==> src/design/prmc_pkg.sv <==
// prmc_pkg: shared codes, parser phases and controller/datapath command and status types
// for the process range map cache. No dependencies.
package prmc_pkg;

  localparam logic [2:0] MODE_LOOKUP = 3'd0;
  localparam logic [2:0] MODE_LOAD   = 3'd1;
  localparam logic [2:0] MODE_BYTE   = 3'd2;
  localparam logic [2:0] MODE_INVAL  = 3'd3;
  localparam logic [2:0] MODE_CLEAR  = 3'd4;

  localparam logic [1:0] KIND_HIT    = 2'd0;
  localparam logic [1:0] KIND_MISS   = 2'd1;
  localparam logic [1:0] KIND_DONE   = 2'd2;
  localparam logic [1:0] KIND_REJECT = 2'd3;

  localparam logic [7:0] CH_NUL     = 8'h00;
  localparam logic [7:0] CH_TAB     = 8'h09;
  localparam logic [7:0] CH_NL      = 8'h0A;
  localparam logic [7:0] CH_SPACE   = 8'h20;
  localparam logic [7:0] CH_DASH    = 8'h2D;
  localparam logic [7:0] CH_SLASH   = 8'h2F;
  localparam logic [7:0] CH_BRACKET = 8'h5B;

  typedef enum logic [13:0] {
    PH_LSTART   = 14'b00000000000001,
    PH_START    = 14'b00000000000010,
    PH_END      = 14'b00000000000100,
    PH_PERM_WS  = 14'b00000000001000,
    PH_PERM_TOK = 14'b00000000010000,
    PH_OFF_WS   = 14'b00000000100000,
    PH_OFF_HEX  = 14'b00000001000000,
    PH_DEV_WS   = 14'b00000010000000,
    PH_DEV_TOK  = 14'b00000100000000,
    PH_INO_WS   = 14'b00001000000000,
    PH_INO_TOK  = 14'b00010000000000,
    PH_PATH_WS  = 14'b00100000000000,
    PH_NAME     = 14'b01000000000000,
    PH_DROP     = 14'b10000000000000
  } phase_e;

  // controller -> datapath
  typedef struct packed {
    logic latch;
    logic scan_step;
    logic stamp_hit;
    logic apply_load;
    logic inval;
    logic clear_all;
    logic rng_rd;
    logic ent_step;
    logic hit_cap;
    logic name_rd;
    logic k_step;
    logic byte_do;
    logic emit_miss;
    logic emit_reject;
    logic emit_hit;
  } cmd_t;

  // datapath -> controller
  typedef struct packed {
    logic [2:0] mode;
    logic       pid_zero;
    logic       scan_last;
    logic       found;
    logic       count_pos;
    logic       hit;
    logic       ent_last;
    logic       name_last;
  } st_t;

  // {valid, value} of a hex digit
  function automatic logic [4:0] hex_digit(logic [7:0] c);
    logic [7:0] v;
    v = 8'h00;
    if (c >= 8'h30 && c <= 8'h39) begin
      v = c - 8'h30;
      return {1'b1, v[3:0]};
    end
    if (c >= 8'h61 && c <= 8'h66) begin
      v = c - 8'h57;
      return {1'b1, v[3:0]};
    end
    if (c >= 8'h41 && c <= 8'h46) begin
      v = c - 8'h37;
      return {1'b1, v[3:0]};
    end
    return 5'd0;
  endfunction

endpackage

==> src/design/prmc_ctrl.sv <==
// prmc_ctrl: sequencing state machine of the range map cache.
// Depends on prmc_pkg (cmd_t, st_t, mode codes).
module prmc_ctrl import prmc_pkg::*; (
  input  logic       clk_i,
  input  logic       rst_ni,
  input  logic       start_i,
  input  logic [2:0] mode_i,
  input  st_t        st_i,
  output cmd_t       cmd_o,
  output logic       busy_o
);

  typedef enum logic [8:0] {
    S_IDLE     = 9'b000000001,
    S_SCAN     = 9'b000000010,
    S_DECIDE   = 9'b000000100,
    S_RNG_RD   = 9'b000001000,
    S_RNG_CHK  = 9'b000010000,
    S_NAME_RD  = 9'b000100000,
    S_NAME_OUT = 9'b001000000,
    S_BYTE     = 9'b010000000,
    S_CLEAR    = 9'b100000000
  } state_e;

  state_e state_q, state_d;

  always_comb begin
    state_d = state_q;
    cmd_o   = '0;
    unique case (state_q)
      S_IDLE: begin
        if (start_i) begin
          cmd_o.latch = 1'b1;
          unique case (mode_i)
            MODE_LOOKUP, MODE_LOAD, MODE_INVAL: state_d = S_SCAN;
            MODE_BYTE:  state_d = S_BYTE;
            MODE_CLEAR: state_d = S_CLEAR;
            default:    state_d = S_IDLE;
          endcase
        end
      end
      S_SCAN: begin
        cmd_o.scan_step = 1'b1;
        if (st_i.scan_last) state_d = S_DECIDE;
      end
      S_DECIDE: begin
        state_d = S_IDLE;
        unique case (st_i.mode)
          MODE_LOOKUP: begin
            if (!st_i.pid_zero && st_i.found && st_i.count_pos) begin
              cmd_o.stamp_hit = 1'b1;
              state_d = S_RNG_RD;
            end else begin
              cmd_o.emit_miss = 1'b1;
            end
          end
          MODE_LOAD: begin
            if (st_i.pid_zero) cmd_o.emit_reject = 1'b1;
            else cmd_o.apply_load = 1'b1;
          end
          default: cmd_o.inval = 1'b1;
        endcase
      end
      S_RNG_RD: begin
        cmd_o.rng_rd = 1'b1;
        state_d = S_RNG_CHK;
      end
      S_RNG_CHK: begin
        if (st_i.hit) begin
          cmd_o.hit_cap = 1'b1;
          state_d = S_NAME_RD;
        end else if (st_i.ent_last) begin
          cmd_o.emit_miss = 1'b1;
          state_d = S_IDLE;
        end else begin
          cmd_o.ent_step = 1'b1;
          state_d = S_RNG_RD;
        end
      end
      S_NAME_RD: begin
        cmd_o.name_rd = 1'b1;
        state_d = S_NAME_OUT;
      end
      S_NAME_OUT: begin
        cmd_o.emit_hit = 1'b1;
        if (st_i.name_last) begin
          state_d = S_IDLE;
        end else begin
          cmd_o.k_step = 1'b1;
          state_d = S_NAME_RD;
        end
      end
      S_BYTE: begin
        cmd_o.byte_do = 1'b1;
        state_d = S_IDLE;
      end
      S_CLEAR: begin
        cmd_o.clear_all = 1'b1;
        state_d = S_IDLE;
      end
      default: state_d = S_IDLE;
    endcase
  end

  always_ff @(posedge clk_i or negedge rst_ni) begin
    if (!rst_ni) state_q <= S_IDLE;
    else state_q <= state_d;
  end

  assign busy_o = (state_q != S_IDLE);

endmodule

==> config.mk <==
export PLATFORM = sky130hd
export DESIGN_NAME = prmc_ctrl
export DESIGN_NICKNAME = d
export VERILOG_FILES = /design/src/design/prmc_pkg.sv /design/src/design/prmc_ctrl.sv
export SDC_FILE = /design/constraint.sdc
export NUM_CORES = 1
export LEC_CHECK = 0
export BUFFER_PORTS_ARGS = -buffer_cell sky130_fd_sc_hd__buf_2
export CAP_MARGIN = 20
export CORE_MARGIN = 2
export CORE_UTILIZATION = 47
export DETAILED_ROUTE_END_ITERATION = 16
export HOLD_SLACK_MARGIN = 0.05
export PLACE_DENSITY = 0.93
export SYNTH_ARGS = -nofsm -noshare
export SYNTH_HDL_FRONTEND = slang
export SYNTH_SLANG_ARGS = --single-unit
==> constraint.sdc <==
create_clock -name clk_i -period 2.9 [get_ports clk_i]
set_input_delay 0.29 -clock clk_i [delete_from_list [all_inputs] [get_ports clk_i]]
set_output_delay 0.29 -clock clk_i [all_outputs]
set_load 0.03 [all_outputs]
* Word-level counts from Yosys, hierarchy flattened
Index checks and enable logic that the tools add are counted.
** Operators by class
- Eq/ne operators :: 17
- Muxes and demuxes :: 37
- Reductions and logical operators :: 8
** Operators by type and width (number)
- one-hot mux 9 bit (7 select lines) :: 1
- 2-to-1 mux 9 bit :: 4
- one-hot mux 9 bit (3 select lines) :: 1
- 2-to-1 mux 1 bit :: 25
- == test 9 x 1 -> 1 bit (second input constant) :: 1
- == test 9 x 2 -> 1 bit (second input constant) :: 1
- == test 9 x 3 -> 1 bit (second input constant) :: 1
- == test 9 x 4 -> 1 bit (second input constant) :: 1
- == test 9 x 5 -> 1 bit (second input constant) :: 1
- == test 9 x 6 -> 1 bit (second input constant) :: 1
- == test 9 x 7 -> 1 bit (second input constant) :: 1
- == test 9 x 8 -> 1 bit (second input constant) :: 1
- == test 9 bit (second input constant) :: 1
- inequality test 9 x 1 -> 1 bit (second input constant) :: 1
- 2-to-1 mux 4 bit :: 2
- == test 3 x 1 -> 1 bit (second input constant) :: 2
- == test 3 x 2 -> 1 bit (second input constant) :: 2
- zero test 3 bit :: 2
- 2-to-1 mux 6 bit :: 1
- inequality test 2 bit (second input constant) :: 2
- == test 3 bit (second input constant) :: 1
- 2-to-1 mux 3 bit :: 1
- OR reduction 3 bit :: 1
- logical AND 1 bit :: 2
- other kinds (5) :: 5
** Word-level totals
- Register bits after elaboration :: 9
- Input bits :: 16
- Output and inout port bits :: 16
- Word-level logic and storage cells :: 63

* Depth between registers and ports, before layout
Gate-level depths: netlist of run 1.
- Depth after elaboration :: 6
- Depth in mapped cells :: 6
- Gate-level depth less buffers :: 6

* Worst setup path before layout of run 1
OpenSTA, ideal clock, no wires.
- Kind :: register to output
- Start point :: register state_q[6]
- End point :: output cmd_o[5] in the netlist's numbering
- Arrival :: 1.747 ns
- Data required time :: 2.610 ns
- Path slack :: 0.863 ns
- Cell stages (with the launch flop) :: 4
- Path buffers :: 0
- Path through :: dfrtp_1 > nor3_1 > nand2_1 > nor3b_1
** RTL lines
- start: declaration :: RTL line prmc_ctrl.sv:25 : state_e state_q, state_d;
- start signal: assignment :: RTL line prmc_ctrl.sv:107 : else state_q <= state_d;
- end: declaration :: RTL line prmc_ctrl.sv:9 : output cmd_t cmd_o,

==> out/summary.txt, run 1 <==
status -> complete, no violations
most common cell in the netlist -> nor2_1
Commonest cells post-synth -> 9 x nor2_1, 8 x dfrtp_1, 6 x nand3_1, 6 x nor3_1, 5 x nor2b_1
WL met3 -> 150 um
initial detailed-routing violation count -> 36
Seq/Total Area, Yosys -> 35.1%
Cells after DPL -> 125
CP Launch Point -> state_q[6]$_DFFE_PN0P_
synthesized flop and latch total -> 9
final setup vio count -> 0
Largest regs -> state_q (9)
maximum clock path buffer count -> 2
# fillers -> 113
Detail Route Antenna Nets -> 0
Synth area leader -> dfrtp_1
hold wc startpoint -> mode_i[0]
Max-slew headroom -> 58.8%
Area Growth Syn to Fin -> 32.6%
M1 WL -> 652 um
share of post-route cells with drive strength above 1 -> 32.2%
Die Ht -> 41.1 um
final net count -> 132
Req. time, crit path -> 2610 ps
full die area -> 1690 um2
Clock Latency Late Sink -> 260 ps
die width -> 41.1 um
Final Wtd Congestion -> 0.806
initial antenna violation count -> 0
IO Count -> 32
CTS tree -> built
startpoint types -> flop
Mapped Cells -> 79
setup TNS -> 0 ps
Worst path max stage delay -> 560 ps
CTS buffer count -> 3
gr ovfl total -> 0
crit-path most repeated cell -> nand2_1
Site Rows -> 13
reported leakage power -> 0.481 nW
sequential cell area -> 226 um2
crit path cell chain -> nor3_1 -> nand2_1 -> nand4b_1 -> nand2_1 -> buf_2
WL/cell -> 13.0 um
Power Density -> 547 nW/um2
part of the cycle the worst path needs -> 79.8%
critical path class -> flop to output port
Via Count -> 779
DPL Wire Length -> 1.37 mm
Max Cap Viol -> 0
Async SR Flop Fraction -> 100%
core area -> 1280 um2
DRC viols -> 0
post-route setup slack -> 586 ps
worst r2r src -> state_q[4]$_DFFE_PN0P_
max reg flops -> 9
Yosys top cell area share -> 31.0%
CP Max Fanout -> 7
drt total wl -> 1.69 mm
first-pass detailed-route iteration total -> 4
Max VDD drop -> 0.286 mV
Synth Area per Inst -> 8.17 um2
Port Buffers -> 31
Max Used Layer -> met4
FMAX -> 432 MHz
top_reg_cell synth -> dfrtp_1
first-pass GRT wire length -> 2.54 mm
clock skew -> 1.37 ps
clk root buf -> clkbuf_4
slowest stage cell, crit path -> nor3_1
initial core utilization -> 50.2%
non-filler instance count after layout -> 130
Worst-Margin Slew -> 614 ps
CP Capture Type -> output port
Largest Register -> state_q
largest net degree at the start of global routing -> 10
syn nets -> 95
Worst-path clk slew -> 60 ps
final hold viol count -> 0
top post-synthesis cells by area -> dfrtp_1 31%, nor2_1 5.2%, nor2b_1 4.8%
RSZ-0062 raised after global routing -> no
vias in the first global route -> 638
gr usage total -> 23.1%
Synthesis Warnings -> 0
Clock Sinks -> 9
cell area after synthesis -> 646 um2
n_diodes -> 0
H-Tree Depth -> 1
met2 WL -> 863 um
Synth cell types -> 30
Post-CTS Setup Inserts -> 0
EDFF count, synth -> 0
max-slew violations -> 0
Vias/cell -> 5.99
Arr. time, crit path -> 2020 ps
multi-input logic area -> 404 um2
pre-CTS setup slack -> 851 ps
min cycle time layout -> 2310 ps
Min-Delay Path Class -> input port to flop
-- placed cells by master, fill, tap and decap left out, drive strengths merged, types with 2 or more instances in the layout --
cell type,instances
a21o,2
and3,4
buf,31
clkbuf,4
dfrtp,8
inv,3
nand2,4
nand2b,3
nand3,6
nand3b,2
nor2,9
nor2b,5
nor3,6
nor3b,2
nor4,4
o211ai,2
o21ai,3
o21bai,2
xor2,2
-- layout make-up --
type | instances | area share (%)
well taps | 15 | 2.19
multi-input cells | 66 | 47.2
repair buffers | 32 | 19.3
inverters | 4 | 1.75
clock buffers | 4 | 3.07
flip-flops and latches | 9 | 26.5
-- where the power goes --
part | internal [W] | switching (W)
Clock | 0.0000531 | 0.0000440
Sequential | 0.000143 | 0.0000183
Combinational | 0.0000856 | 0.000123
-- routing by layer --
| layer | GRT usage (%) | vias to the layer above |
|---|---|---|
| met5 | 0 | - |
| met2 | 40.6 | 44 |
| met3 | 1.63 | 4 |
| met4 | 7.50 | 0 |
| li1 | - | 367 |
| met1 | 29.2 | 364 |
-- critical path: cells and delay by family (launching register included) --
family	cells	cell delay, ps
flip-flops	1	460
buffers and inverters	1	190
AND/OR/NAND/NOR	4	1120
-- per-stage QoR --
step                      hold slack, ps  total power [W]  util, %  cell area [um2]
after floorplan                    -5.59         0.000315        -              646
after global placement               149         0.000363     63.8              820
after detailed placement             153         0.000370     63.8              820
after CTS                            203         0.000469     66.6              856
after global routing                 209         0.000501     66.6              856
final                                204         0.000468     66.6              856
-- logic make-up (layout without fill, tap and decap cells) --
kind of cell              Yosys count  count (layout)  share of synthesized area (%)
and+or+nand+nor                    51              51                           44.4
AOI/OAI and AO/OA                  13              13                           15.5
DFF                                 9               9                           35.1
buffers and inverters               4              40                           2.32
xor gates and xnor gates            2               2                           2.71
-- final timing paths --
| path | endpoint | slack (ps) | cells after the start |
|---|---|---|---|
| worst max-delay path | cmd_o[2] | 590 | 5 |
| worst min-delay path | state_q[8]$_DFFE_PN0P_ | 200 | 2 |
| worst max register to register | state_q[1]$_DFFE_PN0P_ | 1090 | 4 |
| worst min register to register | state_q[6]$_DFFE_PN0P_ | 620 | 1 |
| max in group asynchronous | state_q[0]$_DFFE_PN1P_ | 2240 | 2 |
| min in group asynchronous | state_q[2]$_DFFE_PN0P_ | 410 | 2 |
-- repair_timing --
action                    CTS  global route
hold buffers                1             0
resized for setup           0             0
hold endpoints to repair    8             0
Power figures use the tool's default switching activity.
==> run 2: changes to the inputs <==
ABC_AREA = 1   (was unset)
CORE_UTILIZATION = 46   (was 47)
PLACE_DENSITY = 0.88   (was 0.93)
clock period = 2.3 ns   (was 2.9 ns; I/O delays follow)
==> out/summary.txt, run 2 <==
initial detailed-routing violation count -> 17
CP Capture Type -> output port
WL/cell -> 10.6 um
Largest Register -> state_q
Max-slew headroom -> 81.5%
final net count -> 173
first-pass detailed-route iteration total -> 4
Synth cell types -> 22
clk root buf -> clkbuf_4
CP Launch Point -> state_q[4]$_DFFE_PN0P_
setup TNS -> 0 ps
share of post-route cells with drive strength above 1 -> 34.0%
critical path class -> flop to output port
Synth Area in XOR/XNOR -> 0%
top_reg_cell synth -> dfrtp_1
main combinational cell family by area after synthesis -> simple AND/OR/NAND/NOR gates
final setup vio count -> 0
delay-heaviest family, CP -> simple AND/OR/NAND/NOR gates
Final Wtd Congestion -> 0.816
synthesized flop and latch total -> 9
Synth Area per Inst -> 6.36 um2
Max VDD drop -> 0.622 mV
multi-input logic area -> 423 um2
top post-synthesis cells by area -> dfrtp_1 26%, inv_1 13%, nand2_1 11%
Site Rows -> 14
Crit path depth -> 6
EDFF count, synth -> 0
DPL Wire Length -> 1.52 mm
most common cell in the netlist -> inv_1
first-pass GRT wire length -> 2.93 mm
hold_buf cts -> 1
most frequent cells in the layout -> 31 x buf_2, 26 x inv_1, 23 x nor2_1, 23 x nand2_1, 10 x nand3_1
gr usage total -> 21.1%
Die Ht -> 44.7 um
hold path depth -> 2
full die area -> 2000 um2
gr ovfl total -> 0
Synth area leader -> dfrtp_1
vias in the first global route -> 751
RSZ-0062 raised after global routing -> no
Commonest cells post-synth -> 26 x inv_1, 23 x nand2_1, 23 x nor2_1
Largest regs -> state_q (9)
max-slew violations -> 0
Post-CTS Setup Inserts -> 0
CTS buffer count -> 3
reported leakage power -> 0.629 nW
hold path endpoint -> state_q[7]$_DFFE_PN0P_
crit path cell chain -> nor2_2 -> nand2_4 -> nor2_4 -> nand2_2 -> nor4b_2 -> buf_2
drt total wl -> 1.82 mm
Synth Area in Compound Gates -> 6.89%
crit path buf inv count -> 1
FMAX -> 537 MHz
min cycle time layout -> 1860 ps
syn nets -> 136
slowest stage cell, crit path -> dfrtp_1
DRC viols -> 0
Vias/cell -> 4.94
status -> complete, no violations
# fillers -> 142
part of the cycle the worst path needs -> 81.0%
largest net degree at the start of global routing -> 10
Worst path max stage delay -> 400 ps
initial core utilization -> 50.1%
H-Tree Depth -> 1
CTS tree -> built
r2r endpoint -> state_q[7]$_DFFE_PN0P_
Synthesis Warnings -> 0
Detail Route Antenna Nets -> 0
Power Density -> 842 nW/um2
Core Util, Final -> 64.0%
Worst-path clk slew -> 60 ps
Arr. time, crit path -> 1630 ps
placed inst area -> 938 um2
r2r worst-path depth -> 4
Area Growth Syn to Fin -> 27.7%
IO Count -> 32
Max Cap Viol -> 0
simple-gate share of the synthesized area -> 48.5%
Seq/Total Area, Yosys -> 29.7%
post-route cell area -> 975 um2
Async SR Flop Fraction -> 100%
reg2reg setup slack -> 950 ps
Worst-Margin Slew -> 275 ps
most common cell after layout, fill and taps aside -> buf_2
cell area after synthesis -> 763 um2
Mapped Cells -> 120
max reg flops -> 9
Req. time, crit path -> 2070 ps
startpoint types -> flop
Clock Latency Late Sink -> 270 ps
post-route setup slack -> 437 ps
n_diodes -> 0
clock skew -> 2.23 ps
post_cts resized -> 0
core area -> 1520 um2
final hold viol count -> 0
Clock Sinks -> 9
worst r2r src -> state_q[0]$_DFFE_PN1P_
hold wc startpoint -> mode_i[2]
final hold slack -> 170 ps
pre-CTS setup slack -> 729 ps
mux share of post-synthesis cell area -> 0%
Port Buffers -> 31
Yosys top cell area share -> 26.2%
initial antenna violation count -> 0
Min-Delay Path Class -> input port to flop
die width -> 44.7 um
Post-Synth Adder-Cell Area -> 0%
maximum clock path buffer count -> 2
sequential cell area -> 226 um2
Via Count -> 849
CP Max Fanout -> 4
[run 2: per-layer routing]
metal	routed length (um)	up-vias	global-route usage [%]
li1	-	437	-
met1	776	377	25.2
met2	883	28	34.2
met3	96	7	4.80
met4	60	0	12.7
met5	0	-	0
[run 2: layout make-up]
type / instances / share of cell area, %
clock buffer: 4 / 2.70
inverter: 29 / 11.7
multi-input combinational: 82 / 43.4
sequential: 9 / 23.2
tap: 16 / 2.05
timing repair buffer: 32 / 16.9
[run 2: cell families (layout without fill, tap and decap cells)]
family,count (synthesis),in the layout
buffers and inverters,29,65
and+or+nand+nor,75,75
AOI/OAI and AO/OA,7,7
DFF,9,9
[run 2: power breakdown]
| part | internal [W] | leakage (nW) | switching (W) |
|---|---|---|---|
| registers | 0.000193 | 0.121 | 0.0000260 |
| logic | 0.000153 | 0.493 | 0.000319 |
| clock network | 0.0000673 | 0.0150 | 0.0000627 |
| total | 0.000413 | 0.629 | 0.000407 |
[run 2: through the flow]
stage	std cells	power, W
floorplan	120	0.000588
global placement	167	0.000682
detailed placement	167	0.000694
CTS	172	0.000831
global route	172	0.000888
finish	172	0.000821
[run 2: how the worst max path moves through the flow]
stage	slack, ps	to
floorplan	510	cmd_o[2]
finish	440	cmd_o[11]
global route	340	cmd_o[2]
detailed placement	730	cmd_o[11]
global placement	780	cmd_o[11]
CTS	420	cmd_o[11]
==> run 3: changes to the inputs <==
ABC_AREA = 0   (was 1)
CORE_UTILIZATION = 44   (was 46)
clock period = 1.8 ns   (was 2.3 ns; I/O delays follow)
==> out/summary.txt, run 3 (synthesis gave the netlist of run 1 again) <==
status -> complete, but fails checks
failing checks -> negative setup slack
Clock Latency Late Sink -> 270 ps
reported leakage power -> 0.580 nW
maximum clock path buffer count -> 2
slowest stage cell, crit path -> dfrtp_2
hold path depth -> 2
FMAX -> 505 MHz
Die Ht -> 42.3 um
met1 Use GR -> 28.5%
Largest Register -> state_q
max-slew violations -> 0
# fillers -> 71
drt total wl -> 2.69 mm
initial antenna violation count -> 0
final net count -> 150
non-filler instance count after layout -> 148
Vias/cell -> 6.36
post-route setup slack -> -181 ps
initial detailed-routing violation count -> 38
Area Growth Syn to Fin -> 74.4%
placed inst area -> 897 um2
Total Power -> 0.000936 W
CTS buffer count -> 3
first-pass GRT wire length -> 3.86 mm
met3 Use GR -> 5.17%
clock skew -> 1.77 ps
Power Density -> 831 nW/um2
Crit path depth -> 6
core area -> 1330 um2
worst r2r src -> state_q[1]$_DFFE_PN0P_
gr usage total -> 28.8%
die width -> 42.3 um
DRC viols -> 0
vias in the first global route -> 879
critical path class -> flop to output port
Req. time, crit path -> 1620 ps
Min-Delay Path Class -> input port to flop
final hold viol count -> 0
gr ovfl total -> 0
share of post-route cells with drive strength above 1 -> 52.6%
Most Crowded Layer GR -> met2
final setup vio count -> 12
Via Count -> 942
IO Count -> 32
CP Launch Point -> state_q[3]$_DFFE_PN0P_
clk root buf -> clkbuf_4
Core Util, Final -> 84.4%
Worst-Margin Slew -> 401 ps
startpoint types -> flop
largest net degree at the start of global routing -> 10
H-Tree Depth -> 1
Worst path max stage delay -> 450 ps
WL/cell -> 18.2 um
CP Capture Type -> output port
post-route cell area -> 1130 um2
first-pass detailed-route iteration total -> 6
met2 usage -> 51.4%
full die area -> 1790 um2
crit path cell chain -> nor4_2 -> buf_4 -> nand2_2 -> nand4b_1 -> nand2_1 -> buf_6
Final Wtd Congestion -> 0.842
Site Rows -> 13
part of the cycle the worst path needs -> 110%
setup TNS -> -1180 ps
initial core utilization -> 48.4%
r2r worst-path depth -> 4
CP Max Fanout -> 4
Max Cap Viol -> 0
most common cell after layout, fill and taps aside -> buf_4
DPL Wire Length -> 1.67 mm
Worst-path clk slew -> 70 ps
Max-slew headroom -> 73.1%
Arr. time, crit path -> 1800 ps
Detail Route Antenna Nets -> 0
most frequent cells in the layout -> 24 x buf_4, 20 x buf_2, 7 x nor2_1
Cells after DPL -> 134
RSZ-0062 raised after global routing -> yes
crit path buf inv count -> 2
Clock Sinks -> 9
Largest regs -> state_q (9)
hold wc startpoint -> mode_i[0]
max reg flops -> 9
Port Buffers -> 31
Max VDD drop -> 0.647 mV
delay-heaviest family, CP -> simple AND/OR/NAND/NOR gates
min cycle time layout -> 1980 ps
n_diodes -> 0
CTS tree -> built
## run 3: changes by cell type in the layout (fill, tap and decap cells not counted), sizes merged, moves of 5 or more
cell,previous run,this run
nand2,29,4
buf,31,49
nand3,11,6
nor2b,0,5
nor2,29,9
inv,28,3
## run 3: per-stage QoR
| step | setup WS, ps | hold slack [ps] |
|---|---|---|
| after floorplan | -5.26 | -116 |
| after global placement | 156 | 38.7 |
| after detailed placement | 94.9 | 41.7 |
| after CTS | -91.5 | 94.5 |
| after global routing | -195 | 114 |
| final | -181 | 85.6 |
## run 3: report_power, final
part | switching (W) | internal (W)
sequential | 0.0000404 | 0.000232
clock | 0.0000815 | 0.0000859
combinational | 0.000264 | 0.000232
## run 3: worst paths after layout
check,to,slack [ps]
worst max-delay path,cmd_o[2],-180
worst min-delay path,state_q[8]$_DFFE_PN0P_,90
worst max register to register,state_q[0]$_DFFE_PN1P_,10
worst min register to register,state_q[6]$_DFFE_PN0P_,630
max in group asynchronous,state_q[0]$_DFFE_PN1P_,1260
min in group asynchronous,state_q[4]$_DFFE_PN0P_,290
## run 3: final cells by class
cell class	count	area (um2)	share of cell area [%]
sequential	9	229	20.3
multi-input combinational	66	490	43.6
clock buffer	4	26.3	2.33
tap	15	18.8	1.67
inverter	4	15.0	1.33
timing repair buffer	50	347	30.8
## run 3: repair_timing
action	CTS	global route
endpoints found under the setup margin	11	12
pin swaps	4	6
resized for setup	24	12
hold buffers	1	0
setup buffers	4	5
hold endpoints to repair	9	0
cloned	0	0
## run 3: metal layers
layer | wire [um] | vias up | share of wire, %
met5 | 0 | - | 0
met4 | 146 | 0 | 5.4
met3 | 156 | 17 | 5.8
met2 | 1400 | 52 | 52
met1 | 986 | 469 | 37
li1 | - | 404 | -
